===== src/rtl/olst_pkg.sv =====
`timescale 1ns / 1ps

package olst_pkg;

  localparam int unsigned DEPTH_DEF = 16;
  localparam int unsigned VAL_W     = 32;
  localparam int unsigned POS_W     = 5;
  localparam int unsigned CMD_W     = 2;
  localparam int unsigned ST_W      = 2;
  localparam int unsigned CNT_OUT_W = 5;

  typedef enum logic [CMD_W-1:0] {
    OP_INSERT = 2'd0,
    OP_DELETE = 2'd1,
    OP_GET    = 2'd2,
    OP_LOCATE = 2'd3
  } olst_op_e;

  typedef enum logic [ST_W-1:0] {
    ST_OK    = 2'd0,
    ST_RANGE = 2'd1,
    ST_FULL  = 2'd2
  } olst_status_e;

  // read address source for the entry memory
  typedef enum logic [1:0] {
    RA_POS     = 2'd0,
    RA_PTR     = 2'd1,
    RA_PTR_DEC = 2'd2,
    RA_PTR_INC = 2'd3
  } olst_ra_e;

  typedef struct packed {
    logic         start;
    logic         ptr_ld_cnt;
    logic         ptr_ld_p0;
    logic         ptr_clr;
    logic         ptr_inc;
    logic         ptr_dec;
    olst_ra_e     ra_sel;
    logic         mv;
    logic         cap;
    logic         cmp;
    logic         wr_val;
    logic         cnt_inc;
    logic         cnt_dec;
    logic         set_st;
    olst_status_e st;
    logic         set_found;
    logic         load_out;
  } olst_cmd_t;

  typedef struct packed {
    olst_op_e op;
    logic     ins_bad;
    logic     full;
    logic     pos_bad;
    logic     ins_more;
    logic     del_more;
    logic     loc_more;
    logic     hit;
  } olst_stat_t;

endpackage


===== src/rtl/olst_req_if.sv =====
`timescale 1ns / 1ps

interface olst_req_if;
  logic                                valid;
  logic                                ready;
  logic        [olst_pkg::CMD_W-1:0]   command;
  logic        [olst_pkg::POS_W-1:0]   position;
  logic signed [olst_pkg::VAL_W-1:0]   value;

  modport source (output valid, output command, output position, output value, input ready);
  modport sink   (input valid, input command, input position, input value, output ready);
endinterface


===== src/rtl/olst_rsp_if.sv =====
`timescale 1ns / 1ps

interface olst_rsp_if;
  logic                                 valid;
  logic                                 ready;
  logic        [olst_pkg::ST_W-1:0]     status;
  logic signed [olst_pkg::VAL_W-1:0]    read_value;
  logic        [olst_pkg::CNT_OUT_W-1:0] found_position;
  logic        [olst_pkg::CNT_OUT_W-1:0] count;

  modport source (output valid, output status, output read_value, output found_position,
                  output count, input ready);
  modport sink   (input valid, input status, input read_value, input found_position,
                  input count, output ready);
endinterface


===== src/rtl/olst_ram.sv =====
`timescale 1ns / 1ps

module olst_ram #(
  parameter int unsigned WIDTH = olst_pkg::VAL_W,
  parameter int unsigned DEPTH = olst_pkg::DEPTH_DEF
) (
  input  logic                     clk_i,
  input  logic                     we_i,
  input  logic [$clog2(DEPTH)-1:0] waddr_i,
  input  logic [WIDTH-1:0]         wdata_i,
  input  logic [$clog2(DEPTH)-1:0] raddr_i,
  output logic [WIDTH-1:0]         rdata_o
);

  logic [WIDTH-1:0] mem_q [DEPTH];

  always_ff @(posedge clk_i) begin
    if (we_i) begin
      mem_q[waddr_i] <= wdata_i;
    end
    rdata_o <= mem_q[raddr_i];
  end

endmodule


===== src/rtl/olst_datapath.sv =====
`timescale 1ns / 1ps

module olst_datapath #(
  parameter int unsigned DEPTH = olst_pkg::DEPTH_DEF
) (
  input  logic                                    clk_i,
  input  logic                                    rst_ni,
  input  olst_pkg::olst_cmd_t                     cmd_i,
  output olst_pkg::olst_stat_t                    stat_o,
  input  logic        [olst_pkg::CMD_W-1:0]       req_command_i,
  input  logic        [olst_pkg::POS_W-1:0]       req_position_i,
  input  logic signed [olst_pkg::VAL_W-1:0]       req_value_i,
  output logic        [olst_pkg::ST_W-1:0]        rsp_status_o,
  output logic signed [olst_pkg::VAL_W-1:0]       rsp_read_value_o,
  output logic        [olst_pkg::CNT_OUT_W-1:0]   rsp_found_position_o,
  output logic        [olst_pkg::CNT_OUT_W-1:0]   rsp_count_o
);

  localparam int unsigned AW = $clog2(DEPTH);
  localparam int unsigned CW = $clog2(DEPTH + 1);
  localparam int unsigned XW = ((CW > olst_pkg::POS_W) ? CW : olst_pkg::POS_W) + 1;
  localparam int unsigned VW = olst_pkg::VAL_W;

  olst_pkg::olst_op_e           op_q;
  logic [olst_pkg::POS_W-1:0]   pos_q;
  logic [VW-1:0]                val_q;
  logic [CW-1:0]                count_q;
  logic [CW-1:0]                ptr_q, ptr_d;
  logic [CW-1:0]                ra_q;
  logic [AW-1:0]                wa_q;
  logic                         pend_q, cap_q, cmp_q;
  olst_pkg::olst_status_e       res_st_q;
  logic [VW-1:0]                res_val_q;
  logic [olst_pkg::CNT_OUT_W-1:0] res_found_q;

  logic [XW-1:0] pos_x, cnt_x, ptr_x, p0_x, ra_x, found_x;
  logic [AW-1:0] raddr, waddr;
  logic          we;
  logic [VW-1:0] wdata, rdata;

  assign pos_x   = XW'(pos_q);
  assign cnt_x   = XW'(count_q);
  assign ptr_x   = XW'(ptr_q);
  assign p0_x    = pos_x - XW'(1);
  assign found_x = XW'(ra_q) + XW'(1);

  assign stat_o.op       = op_q;
  assign stat_o.ins_bad  = (pos_q == '0) || (pos_x > cnt_x + XW'(1));
  assign stat_o.full     = (count_q == CW'(DEPTH));
  assign stat_o.pos_bad  = (pos_q == '0) || (pos_x > cnt_x);
  assign stat_o.ins_more = (ptr_x > p0_x);
  assign stat_o.del_more = (ptr_x + XW'(1) < cnt_x);
  assign stat_o.loc_more = (ptr_x < cnt_x);
  assign stat_o.hit      = cmp_q && (rdata == val_q);

  always_comb begin
    unique case (cmd_i.ra_sel)
      olst_pkg::RA_POS:     ra_x = p0_x;
      olst_pkg::RA_PTR:     ra_x = ptr_x;
      olst_pkg::RA_PTR_DEC: ra_x = ptr_x - XW'(1);
      olst_pkg::RA_PTR_INC: ra_x = ptr_x + XW'(1);
      default:              ra_x = ptr_x;
    endcase
  end

  assign raddr = ra_x[AW-1:0];
  // a pending move writes the word read in the previous cycle
  assign we    = pend_q | cmd_i.wr_val;
  assign waddr = cmd_i.wr_val ? p0_x[AW-1:0] : wa_q;
  assign wdata = cmd_i.wr_val ? val_q : rdata;

  olst_ram #(
    .WIDTH (VW),
    .DEPTH (DEPTH)
  ) u_ram (
    .clk_i   (clk_i),
    .we_i    (we),
    .waddr_i (waddr),
    .wdata_i (wdata),
    .raddr_i (raddr),
    .rdata_o (rdata)
  );

  always_comb begin
    ptr_d = ptr_q;
    if (cmd_i.ptr_ld_cnt) begin
      ptr_d = count_q;
    end else if (cmd_i.ptr_ld_p0) begin
      ptr_d = p0_x[CW-1:0];
    end else if (cmd_i.ptr_clr) begin
      ptr_d = '0;
    end else if (cmd_i.ptr_inc) begin
      ptr_d = ptr_q + CW'(1);
    end else if (cmd_i.ptr_dec) begin
      ptr_d = ptr_q - CW'(1);
    end
  end

  always_ff @(posedge clk_i or negedge rst_ni) begin
    if (!rst_ni) begin
      count_q <= '0;
      pend_q  <= 1'b0;
      cap_q   <= 1'b0;
      cmp_q   <= 1'b0;
    end else begin
      pend_q <= cmd_i.mv;
      cap_q  <= cmd_i.cap;
      cmp_q  <= cmd_i.cmp;
      if (cmd_i.cnt_inc) begin
        count_q <= count_q + CW'(1);
      end else if (cmd_i.cnt_dec) begin
        count_q <= count_q - CW'(1);
      end
    end
  end

  always_ff @(posedge clk_i) begin
    ptr_q <= ptr_d;
    if (cmd_i.mv) begin
      wa_q <= ptr_q[AW-1:0];
    end
    if (cmd_i.cmp) begin
      ra_q <= ptr_q;
    end
    if (cmd_i.start) begin
      op_q        <= olst_pkg::olst_op_e'(req_command_i);
      pos_q       <= req_position_i;
      val_q       <= req_value_i;
      res_st_q    <= olst_pkg::ST_OK;
      res_val_q   <= '0;
      res_found_q <= '0;
    end else begin
      if (cmd_i.set_st) begin
        res_st_q <= cmd_i.st;
      end
      if (cap_q) begin
        res_val_q <= rdata;
      end
      if (cmd_i.set_found) begin
        res_found_q <= found_x[olst_pkg::CNT_OUT_W-1:0];
      end
    end
    if (cmd_i.load_out) begin
      rsp_status_o         <= res_st_q;
      rsp_read_value_o     <= res_val_q;
      rsp_found_position_o <= res_found_q;
      rsp_count_o          <= cnt_x[olst_pkg::CNT_OUT_W-1:0];
    end
  end

endmodule


===== src/rtl/olst_ctrl.sv =====
`timescale 1ns / 1ps

module olst_ctrl (
  input  logic                 clk_i,
  input  logic                 rst_ni,
  input  logic                 req_valid_i,
  output logic                 req_ready_o,
  output logic                 rsp_valid_o,
  input  logic                 rsp_ready_i,
  input  olst_pkg::olst_stat_t stat_i,
  output olst_pkg::olst_cmd_t  cmd_o
);

  typedef enum logic [7:0] {
    S_IDLE      = 8'b0000_0001,
    S_CHECK     = 8'b0000_0010,
    S_INS_SHIFT = 8'b0000_0100,
    S_INS_PUT   = 8'b0000_1000,
    S_DEL_SHIFT = 8'b0001_0000,
    S_GET_WAIT  = 8'b0010_0000,
    S_LOC_SCAN  = 8'b0100_0000,
    S_FINISH    = 8'b1000_0000
  } olst_state_e;

  olst_state_e state_q, state_d;
  logic        out_valid_q, out_valid_d;

  assign req_ready_o = (state_q == S_IDLE);
  assign rsp_valid_o = out_valid_q;

  always_comb begin
    cmd_o   = '0;
    state_d = state_q;
    unique case (state_q)
      S_IDLE: begin
        if (req_valid_i) begin
          cmd_o.start = 1'b1;
          state_d     = S_CHECK;
        end
      end
      S_CHECK: begin
        unique case (stat_i.op)
          olst_pkg::OP_INSERT: begin
            if (stat_i.ins_bad) begin
              cmd_o.set_st = 1'b1;
              cmd_o.st     = olst_pkg::ST_RANGE;
              state_d      = S_FINISH;
            end else if (stat_i.full) begin
              cmd_o.set_st = 1'b1;
              cmd_o.st     = olst_pkg::ST_FULL;
              state_d      = S_FINISH;
            end else begin
              cmd_o.ptr_ld_cnt = 1'b1;
              state_d          = S_INS_SHIFT;
            end
          end
          olst_pkg::OP_DELETE: begin
            if (stat_i.pos_bad) begin
              cmd_o.set_st = 1'b1;
              cmd_o.st     = olst_pkg::ST_RANGE;
              state_d      = S_FINISH;
            end else begin
              cmd_o.ra_sel    = olst_pkg::RA_POS;
              cmd_o.cap       = 1'b1;
              cmd_o.ptr_ld_p0 = 1'b1;
              state_d         = S_DEL_SHIFT;
            end
          end
          olst_pkg::OP_GET: begin
            if (stat_i.pos_bad) begin
              cmd_o.set_st = 1'b1;
              cmd_o.st     = olst_pkg::ST_RANGE;
              state_d      = S_FINISH;
            end else begin
              cmd_o.ra_sel = olst_pkg::RA_POS;
              cmd_o.cap    = 1'b1;
              state_d      = S_GET_WAIT;
            end
          end
          olst_pkg::OP_LOCATE: begin
            cmd_o.ptr_clr = 1'b1;
            state_d       = S_LOC_SCAN;
          end
          default: state_d = S_FINISH;
        endcase
      end
      S_INS_SHIFT: begin
        // walk down from the tail, each word moves one place up
        if (stat_i.ins_more) begin
          cmd_o.ra_sel  = olst_pkg::RA_PTR_DEC;
          cmd_o.mv      = 1'b1;
          cmd_o.ptr_dec = 1'b1;
        end else begin
          state_d = S_INS_PUT;
        end
      end
      S_INS_PUT: begin
        cmd_o.wr_val  = 1'b1;
        cmd_o.cnt_inc = 1'b1;
        state_d       = S_FINISH;
      end
      S_DEL_SHIFT: begin
        if (stat_i.del_more) begin
          cmd_o.ra_sel  = olst_pkg::RA_PTR_INC;
          cmd_o.mv      = 1'b1;
          cmd_o.ptr_inc = 1'b1;
        end else begin
          cmd_o.cnt_dec = 1'b1;
          state_d       = S_FINISH;
        end
      end
      S_GET_WAIT: begin
        state_d = S_FINISH;
      end
      S_LOC_SCAN: begin
        // compare of the previous read overlaps the next read
        if (stat_i.hit) begin
          cmd_o.set_found = 1'b1;
          state_d         = S_FINISH;
        end else if (stat_i.loc_more) begin
          cmd_o.ra_sel  = olst_pkg::RA_PTR;
          cmd_o.cmp     = 1'b1;
          cmd_o.ptr_inc = 1'b1;
        end else begin
          state_d = S_FINISH;
        end
      end
      S_FINISH: begin
        if (!out_valid_q || rsp_ready_i) begin
          cmd_o.load_out = 1'b1;
          state_d        = S_IDLE;
        end
      end
      default: state_d = S_IDLE;
    endcase
  end

  always_comb begin
    out_valid_d = out_valid_q;
    if (cmd_o.load_out) begin
      out_valid_d = 1'b1;
    end else if (rsp_ready_i) begin
      out_valid_d = 1'b0;
    end
  end

  always_ff @(posedge clk_i or negedge rst_ni) begin
    if (!rst_ni) begin
      state_q     <= S_IDLE;
      out_valid_q <= 1'b0;
    end else begin
      state_q     <= state_d;
      out_valid_q <= out_valid_d;
    end
  end

endmodule


===== src/rtl/ordered_array_list_engine.sv =====
`timescale 1ns / 1ps
// insert shifts the tail up and writes at position p, delete shifts down over p,
// get reads position p (1-based), locate scans from the head; errors skip the work
// one request at a time, bounded by the single read port of the entry memory
// a finished response waits in the output register while the next request is taken
// async active-low reset clears the count and control; entries are not cleared

module ordered_array_list_engine #(
  parameter int unsigned DEPTH = olst_pkg::DEPTH_DEF
) (
  input  logic              clk_i,
  input  logic              rst_ni,
  olst_req_if.sink          req_i,
  olst_rsp_if.source        rsp_o
);

  olst_pkg::olst_cmd_t  cmd;
  olst_pkg::olst_stat_t stat;

  olst_ctrl u_ctrl (
    .clk_i       (clk_i),
    .rst_ni      (rst_ni),
    .req_valid_i (req_i.valid),
    .req_ready_o (req_i.ready),
    .rsp_valid_o (rsp_o.valid),
    .rsp_ready_i (rsp_o.ready),
    .stat_i      (stat),
    .cmd_o       (cmd)
  );

  olst_datapath #(
    .DEPTH (DEPTH)
  ) u_datapath (
    .clk_i                (clk_i),
    .rst_ni               (rst_ni),
    .cmd_i                (cmd),
    .stat_o               (stat),
    .req_command_i        (req_i.command),
    .req_position_i       (req_i.position),
    .req_value_i          (req_i.value),
    .rsp_status_o         (rsp_o.status),
    .rsp_read_value_o     (rsp_o.read_value),
    .rsp_found_position_o (rsp_o.found_position),
    .rsp_count_o          (rsp_o.count)
  );

endmodule

===== src/flat_wrapper.sv =====
// flat-port wrapper written by rule: the top's interface ports become plain ports
module ordered_array_list_engine_flat 
#(
  parameter int unsigned DEPTH = olst_pkg::DEPTH_DEF
)
  (clk_i, rst_ni, req_i_valid, req_i_command, req_i_position, req_i_value, req_i_ready, rsp_o_valid, rsp_o_status, rsp_o_read_value, rsp_o_found_position, rsp_o_count, rsp_o_ready);
  olst_req_if req_i_i ();
  olst_rsp_if rsp_o_i ();
  input  logic clk_i;
  input  logic rst_ni;
  input wire logic [$bits(req_i_i.valid)-1:0] req_i_valid;
  input wire logic [$bits(req_i_i.command)-1:0] req_i_command;
  input wire logic [$bits(req_i_i.position)-1:0] req_i_position;
  input wire logic [$bits(req_i_i.value)-1:0] req_i_value;
  output wire logic [$bits(req_i_i.ready)-1:0] req_i_ready;
  output wire logic [$bits(rsp_o_i.valid)-1:0] rsp_o_valid;
  output wire logic [$bits(rsp_o_i.status)-1:0] rsp_o_status;
  output wire logic [$bits(rsp_o_i.read_value)-1:0] rsp_o_read_value;
  output wire logic [$bits(rsp_o_i.found_position)-1:0] rsp_o_found_position;
  output wire logic [$bits(rsp_o_i.count)-1:0] rsp_o_count;
  input wire logic [$bits(rsp_o_i.ready)-1:0] rsp_o_ready;
  assign req_i_i.valid = req_i_valid;
  assign req_i_i.command = req_i_command;
  assign req_i_i.position = req_i_position;
  assign req_i_i.value = req_i_value;
  assign req_i_ready = req_i_i.ready;
  assign rsp_o_valid = rsp_o_i.valid;
  assign rsp_o_status = rsp_o_i.status;
  assign rsp_o_read_value = rsp_o_i.read_value;
  assign rsp_o_found_position = rsp_o_i.found_position;
  assign rsp_o_count = rsp_o_i.count;
  assign rsp_o_i.ready = rsp_o_ready;
  ordered_array_list_engine #(.DEPTH(DEPTH)) u_core (.clk_i(clk_i), .rst_ni(rst_ni), .req_i(req_i_i), .rsp_o(rsp_o_i));
endmodule

===== config.mk =====
export PLATFORM = sky130hd
export DESIGN_NAME = ordered_array_list_engine_flat
export DESIGN_NICKNAME = d
export VERILOG_FILES = /design/src/rtl/olst_pkg.sv /design/src/rtl/olst_req_if.sv /design/src/rtl/olst_rsp_if.sv /design/src/rtl/olst_ram.sv /design/src/rtl/olst_datapath.sv /design/src/rtl/olst_ctrl.sv /design/src/rtl/ordered_array_list_engine.sv /design/src/flat_wrapper.sv
export SDC_FILE = /design/constraint.sdc
export NUM_CORES = 1
export LEC_CHECK = 0
export ABC_AREA = 1
export BUFFER_PORTS_ARGS = -buffer_cell sky130_fd_sc_hd__buf_2
export CAP_MARGIN = 20
export CORE_ASPECT_RATIO = 0.5
export CORE_MARGIN = 8
export CORE_UTILIZATION = 55
export CTS_CLUSTER_DIAMETER = 40
export DETAILED_ROUTE_END_ITERATION = 6
export GPL_ROUTABILITY_DRIVEN = 0
export PLACE_DENSITY = 0.72
export SYNTH_ARGS = -nofsm -noshare
export SYNTH_HDL_FRONTEND = slang
export SYNTH_HIERARCHICAL = 1
export SYNTH_SLANG_ARGS = --single-unit

===== constraint.sdc =====
create_clock -name clk_i -period 7.3 [get_ports clk_i]
set_input_delay 0.73 -clock clk_i [delete_from_list [all_inputs] [get_ports clk_i]]
set_output_delay 0.73 -clock clk_i [all_outputs]
set_load 0.01 [all_outputs]

==> results.md <==
* Status: finished, final reports clean
* Final TNS setup at 0 ns
* Maximum vdd drop at 230.6 uV
* H-Tree Depth at 3
* Gate power share at 26.4%
* Routed Antenna Nets at 0
* Synth Cell Area at 30420 sq um
* Clk_skew at 0.02059 ns
* Top Layer Used: met4
* Die width at around 350 um
* Final WS setup at 2.232 ns
* Final WL at ~72000 um
* RSZ-0062 raised after global routing: no
* Hold_buf cts at 0
* Proportion of layout cells with a drive suffix above 1 at 9.185%
* Actual slew at the worst max-slew pin at between 1 and 1.5 ns
* CTS Buffer Depth at 3
* Wire per inst at 18.77 um
* Clock share of power at 28.3%
* EDFF count, synth at 609
* Metal2 WL at between 30000 and 40000 um
* Clock sinks at 697
* # rows at about 60
* Post-route cell area at 33670 sq um
* Synthesis Warnings at 6
* Vias per cell at 5.406
* Clock slew at reported path FFs at approximately 0.070 ns
* CP max FO at 132
* Mapped Avg Cell Area at slightly above 10 sq um
* Leakage power total at 14.33 nW
* Setup CP Type: flip-flop to flip-flop
* Initial antenna violation count at 0
* Synth unique cells at 45
* Total die area at about 64000 sq um
* Initial core utilization at 55.21%
* CTS buffer count at 66
* Total Power at 0.01184 W
* Internal power at 0.007855 W
* GRT Total Usage at 22.60%
* Highest Clock Rate at 0.1973 GHz
* Nature of the critical path endpoint: flip-flop
* Count of cells resized by post-cts repair at 0
* Main flop type after synthesis: edfxtp_1
* Commonest cells after routing, fill and taps aside: nand2_1, edfxtp_1, inv_1, nand3_1, buf_2
* Placeable Area at between 50000 and 60000 sq um
* PD cells at 351.5 nW/um^2
* Seq/Total Area, Yosys at 66.19%
* Max cap viols at 0
* Arr. time, crit path at 5.56 ns
* CTS tree: yes
* Postcts setup bufs at 0
* Drt pass-1 iters at 6
* Max-slew violations at 0
* Net count after synthesis at slightly above 3k
* Reg2reg setup slack at 2.23 ns
* Max_slew headroom at 20.07%
* Data required time of the worst path at 7.79 ns
* Sw Share at about 34%
* Fin crit share at 69.43%
* Global route total overflow at 0
* Sw Pwr at 0.003981 W
* DR WL met3 at 6138 um
* Layout Cells excl Fill at 3859
* Largest net degree at the start of global routing at 229
* Clock Root Buffer: clkbuf_16
* Crit path launch type: flip-flop
* Vias in the first global route at 20.27k
* Antenna diode count at 0
* Minimum clock period at 5.068 ns
* Met1 WL at 29850 um
* PortBufs at just under 90
* P&R area growth vs syn at 10.68%
* Hold crit path type: primary input to asynchronous set/reset pin
* Inst Count DP at 3737
* Post-DP HPWL at 40180 um
* Setup Viol. Count Final at 0
* Asr flop ratio synth at 2.439%
* Remaining DRCs at 0
* Via count at between 20k and 25k
* Final hold vios at 0
* Nets at roughly 3.1k
* Dpl ws at 2.309 ns
* Chip height at about 180 um
* Skew-Pair Late Insertion Delay at 0.60 ns
* IO Pins at between 80 and 90
* First-pass GRT wire length at 112500 um
* DR iter-0 viols at 2371
* Synthesis-stage register bit count at 697
* Synth Instances at 2970
* Sequential power share at 45.2%
* Commonest non-fill, non-tap cell in the layout: nand2_1
* Post-Place Cell Area at about 32000 sq um
## power by group through the flow
stage                     clock (W)  sequential (W)  combinational, W
after global placement            0         0.00544           0.00297
after floorplan                   0         0.00532           0.00222
after CTS                   0.00340         0.00536           0.00308
after detailed placement          0         0.00544           0.00306
after global routing        0.00356         0.00538           0.00346
final                       0.00335         0.00535           0.00313
## cell families after synthesis
| logic type | after synthesis | share of synthesized area [%] |
|---|---|---|
| AOI/OAI and AO/OA | 121 | 2.250 |
| xor gates and xnor gates | 22 | 0.6581 |
| adders and majority gates | 44 | 1.859 |
| buffers and inverters | 628 | 8.880 |
| DFF | 697 | 66.19 |
| and+or+nand+nor | 1458 | 20.17 |
## metal layers
layer  track usage, %  vias to the layer above
met5                0                        -
met4            6.983                        0
met3            3.575                      129
met2            37.63                      929
met1            30.64                     9999
li1                 -                     9803
## critical path, stage by stage, from the launching register on
cell and delay, ns:
edfxtp_1 0.43, inv_1 0.23, ha_1 0.25, xor2_1 0.23, inv_1 0.11, ha_1 0.32
nand2_1 0.05, o21ai_0 0.12, o21ai_0 0.09, a21oi_1 0.17, nand3_2 0.17, nand2_1 0.17
inv_1 0.13, nand2_1 0.16, o211ai_1 0.12, buf_4 0.27, inv_6 0.78, buf_4 0.57
nand2_1 0.16, nand3_1 0.11, nand3_1 0.09, nand3_1 0.11, nand2_1 0.05
## Yosys cell counts (11+ instances only)
master	n	area [sq um]
dfxtp_1	71	1421
buf_1	14	52.55
a21oi_1	38	190.2
edfxtp_1	609	18290
xor2_1	11	96.34
dfrtp_1	16	400.4
o21ai_0	49	245.2
clkbuf_1	17	63.81
nand2_1	908	3408
ha_1	42	525.5
inv_1	493	1851
nand3_1	412	2062
nor2_1	98	367.9
buf_2	56	280.3
a211oi_1	20	150.1
buf_6	29	326.6
## metrics by stage
stage / util [%] / hold slack [ns]
CTS: 61.06 / 0.03986
floorplan: - / 0.4086
global placement: 57.23 / 0.4158
finish: 61.10 / 0.05796
detailed placement: 57.24 / 0.4151
global route: 61.10 / 0.06705
## cell type report
class	count	area (sq um)
inverter	501	1892
fill	4403	21430
clock buffer	91	1849
sequential	697	20140
multi-input combinational	1645	7731
tap	756	945.9
timing repair buffer	141	860.8
clock inverter	28	255.2
## worst paths after layout
kind / startpoint / end / cells past startpoint
min reg2reg: u_core/u_datapath/res_found_q[4]$_SDFFE_PP0P_ / u_core/u_datapath/rsp_found_position_o[4]$_DFFE_PP_ / 0
max reg2reg: u_core/u_datapath/pos_q[0]$_DFFE_PP_ / u_core/u_datapath/u_ram/rdata_o[14]$_DFF_P_ / 22
max in group asynchronous: rst_ni / u_core/u_ctrl/state_q[0]$_DFFE_PN1P_ / 1
min in group clk_i: req_i_value[20] / u_core/u_datapath/val_q[20]$_DFFE_PP_ / 1
max: u_core/u_datapath/pos_q[0]$_DFFE_PP_ / u_core/u_datapath/u_ram/rdata_o[14]$_DFF_P_ / 22
min: rst_ni / u_core/u_ctrl/rsp_valid_o$_DFFE_PN0P_ / 1
## sequential cells by signal, indices dropped and copies added, names as in the netlist, 4 cells and up
name                                    flops
u_core/u_datapath/rsp_count_o               5
u_core/u_datapath/pos_q                     5
u_core/u_datapath/u_ram/rdata_o            32
u_core/u_datapath/res_found_q               5
u_core/u_datapath/wa_q                      4
u_core/u_datapath/rsp_found_position_o      5
u_core/u_datapath/res_val_q                32
u_core/u_datapath/count_q                   5
u_core/u_datapath/u_ram/mem_q             512
u_core/u_datapath/ra_q                      5
u_core/u_datapath/rsp_read_value_o         32
u_core/u_datapath/val_q                    32
u_core/u_ctrl/state_q                       8
u_core/u_datapath/ptr_q                     5
(Power assumes the default switching activity.)
